## src/rtl/core/bitmap_slot_allocator_assert.svh

```systemverilog
// Assertion macros for the slot allocator.
`ifndef BITMAP_SLOT_ALLOCATOR_ASSERT_SVH
`define BITMAP_SLOT_ALLOCATOR_ASSERT_SVH
`ifndef SYNTHESIS
`define BSA_ASSERT_IMP(label, clk, rst_n, a, c) \
    label: assert property (@(posedge clk) disable iff (!rst_n) (a) |-> (c)) \
        else $error("assertion failed");
`define BSA_ASSERT_NXT(label, clk, rst_n, a, c) \
    label: assert property (@(posedge clk) disable iff (!rst_n) (a) |=> (c)) \
        else $error("assertion failed");
`else
`define BSA_ASSERT_IMP(label, clk, rst_n, a, c)
`define BSA_ASSERT_NXT(label, clk, rst_n, a, c)
`endif
`endif

```

## src/rtl/core/bsa_lsb.sv

```systemverilog
module bsa_lsb #(
    parameter int WORD_LOG2 = 5
) (
    input  logic [(1<<WORD_LOG2)-1:0] i_word,
    output logic [WORD_LOG2-1:0]      o_idx
);
    localparam int WB = 1 << WORD_LOG2;
    always_comb begin
        o_idx = '0;
        for (int b = WB - 1; b >= 0; b--) begin
            if (i_word[b]) begin
                o_idx = b[WORD_LOG2-1:0];
            end
        end
    end
endmodule

```

## config.mk

```make
export PLATFORM = sky130hd
export DESIGN_NAME = bsa_lsb
export DESIGN_NICKNAME = d
export VERILOG_FILES = /design/src/rtl/core/bitmap_slot_allocator_assert.svh /design/src/rtl/core/bsa_lsb.sv
export SDC_FILE = /design/constraint.sdc
export NUM_CORES = 1
export LEC_CHECK = 0
export ABC_AREA = 1
export BUFFER_PORTS_ARGS = -buffer_cell sky130_fd_sc_hd__buf_2
export CAP_MARGIN = 20
export CORE_AREA = 2 2 39 41
export DETAILED_ROUTE_END_ITERATION = 16
export DIE_AREA = 0 0 41 43
export GPL_TIMING_DRIVEN = 0
export PLACE_DENSITY = 0.7
export SLEW_MARGIN = 10
export SYNTH_ARGS = -nofsm -noshare
export SYNTH_HDL_FRONTEND = slang
export SYNTH_SLANG_ARGS = --single-unit
```

## constraint.sdc

```tcl
create_clock -name vclk -period 3.4
set_input_delay 0.34 -clock vclk [all_inputs]
set_output_delay 0.34 -clock vclk [all_outputs]
set_load 0.005 [all_outputs]
```

==> summary.md <==
| Metric | Value |
|---|---|
| Port buffer count | 37 |
| Most frequent CP cell | nand2_1 |
| P&R area growth vs syn | 47.40% |
| GRT Max-Usage Layer | met2 |
| Buf/Inv on CP | 3 |
| Met1 Use GR | 0.1266 |
| NetSw | 0.00002874 W |
| WP data arrival | 2.07 ns |
| First-pass GRT wire length | 1.559 mm |
| Cts hold-fix bufs | 0 |
| Post-synth cell types | 13 |
| Slew margin rel. | 0.6828 |
| P_leak | 0.4617 nW |
| Cell area after synthesis | 432.9 um2 |
| Sequential group share of total power | 0 |
| Core Util, Final | 0.4611 |
| Depth of the worst hold-timing path | 3 |
| Largest net degree at the start of global routing | 4 |
| DRT Pass-1 Iters | 4 |
| Resized cells post-CTS | 0 |
| Layout cell share with drive strength beyond 1 | 0.2734 |
| Syn_nets | 134 |
| Row count | 14 |
| CP Data Required Time | 3.06 ns |
| DP HPWL | 1.024 mm |
| DRC Markers | 0 |
| DR vias | 669 |
| Final Setup Violations | 0 |
| Die X | 41 um |
| Routed WL per cell | 6.974 um |
| Syn Area/Cell | 4.244 um2 |
| Clock buffer count | 0 |
| Switch share | 0.5198 |
| Core area | 0.001384 mm2 |
| Post-synthesis sequential area ratio | 0 |
| Status | completed |
| # fillers | 175 |
| Worst VDD drop | 0.00002878 V |
| Final ANT Viol Nets | 0 |
| Detailed Route WL | 1.081 mm |
| Power Density | 86.64 mW/mm2 |
| Initial Utilization | 0.3128 |
| Crit path max-delay family | simple AND/OR/NAND/NOR gates |
| Fmax | 0.4143 GHz |
| Die ar. | 0.001763 mm2 |
| Worst Hold Endpoint | o_idx[0] |
| Iter 0 DRT Violations | 9 |
| Gpl congestion | 0.7502 |
| Final #Nets | 173 |
| GRT Overall Usage | 0.1139 |
| Total power | 0.00005528 W |
| Final min period | 2.414 ns |
| Io pins | 37 |
| Initial antenna violation count | 0 |
| Overflow after GRT | 0 |
| FF+latch count | 0 |
| Period utilization | 0.7099 |
| Hold slack | 0.9233 ns |
| Combinational fraction of design power | 1.000 |
| Worst Hold Class | in -> out |
| Cell Int Power | 0.00002655 W |
| Vias in the first global route | 499 |
| # diodes | 0 |
| M3 GR Usage | 0 |
| Clock power share | 0 |
| M2 GR Usage | 0.2313 |
| Max-Cap Viols | 0 |
| Synth warn | 0 |
| Final hold vios | 0 |
| Critical Path Fanout Max | 3 |
| Slowest CP cell | buf_2 |
| CP Capture Type | output port |
| Drt via density | 4.316 |
| Worst slew pin tran | 0.4715 ns |
| RSZ-0062 raised after global routing | false |
| Startpoint class of the critical path | input pin |
| Final Max Slew Viols | 0 |
| Mapped Cells | 102 |
| Die height | 43 um |
| Setup_tns | 0 ns |
| CP Class | in -> out |
| CP peak stage delay | 0.12 ns |
| Hold_sp | i_word[0] |
| FF/Latch Area | 0 um2 |
| Postcts setup bufs | 0 |
## cells by family after synthesis
| family | synth area share |
|---|---|
| AOI/OAI and AO/OA | 0.1590 |
| buffers and inverters | 0.2861 |
| and+or+nand+nor | 0.5549 |
## layout by cell type, fill, tap and decap left out, drive strengths merged
| cell | instances |
|---|---|
| a31oi | 2 |
| nand3 | 7 |
| buf | 37 |
| nand2 | 36 |
| inv | 33 |
| o311ai | 2 |
| nor2 | 12 |
| a21boi | 1 |
| nor4 | 3 |
| and3 | 1 |
| o21ai | 2 |
| o211ai | 1 |
| a21oi | 2 |
## power groups by stage
stage	logic (W)	clock network (W)	registers (W)
finish	0.0000553	0	0
global route	0.0000644	0	0
CTS	0.0000562	0	0
detailed placement	0.0000561	0	0
global placement	0.0000545	0	0
floorplan	0.0000277	0	0
## area by class of cell
type / count / area, um2 / area share
Tap cell: 16 / 20.02 / 0.03137
Inverter: 33 / 123.9 / 0.1941
Timing Repair Buffer: 37 / 185.2 / 0.2902
Multi-Input combinational cell: 69 / 309.0 / 0.4843
## per-layer routing
layer,vias up,share of wire
met1,271,0.40
met2,18,0.51
met5,-,0
met4,0,0
met3,0,0.081
li1,380,-
## cell usage after synthesis
library cell | instances | area [um2]
a21oi_1 | 1 | 5.000
nor4_1 | 3 | 18.77
nor2_1 | 12 | 45.04
o21ai_0 | 2 | 10.01
a21oi_2 | 1 | 8.760
o211ai_1 | 1 | 7.510
a21boi_0 | 1 | 7.510
nand2_1 | 36 | 135.1
a31oi_1 | 2 | 12.51
o311ai_0 | 2 | 17.52
and3_1 | 1 | 6.260
nand3_1 | 7 | 35.03
inv_1 | 33 | 123.9
## worst max-delay path by stage
| stage | start | slack (ns) | to | cells after the start |
|---|---|---|---|---|
| 5_1_grt | i_word[30] | 0.64 | o_idx[0] | 33 |
| 4_1_cts | i_word[30] | 0.94 | o_idx[0] | 33 |
| 2_1_floorplan | i_word[30] | 1.36 | o_idx[0] | 31 |
| 3_5_place_dp | i_word[30] | 0.94 | o_idx[0] | 33 |
| 6_report | i_word[30] | 0.99 | o_idx[0] | 33 |
| 3_3_place_gp | i_word[30] | 1.02 | o_idx[0] | 33 |
## per-stage QoR
stage          std cells  area [um2]  worst slack [ns]
6_report             155       638.1            0.9862
5_1_grt              155       638.1            0.6407
4_1_cts              155       638.1            0.9383
3_5_place_dp         155       638.1            0.9417
3_3_place_gp         155       638.1             1.017
2_1_floorplan        102       432.9             1.357
Power figures use the tool's default switching activity.
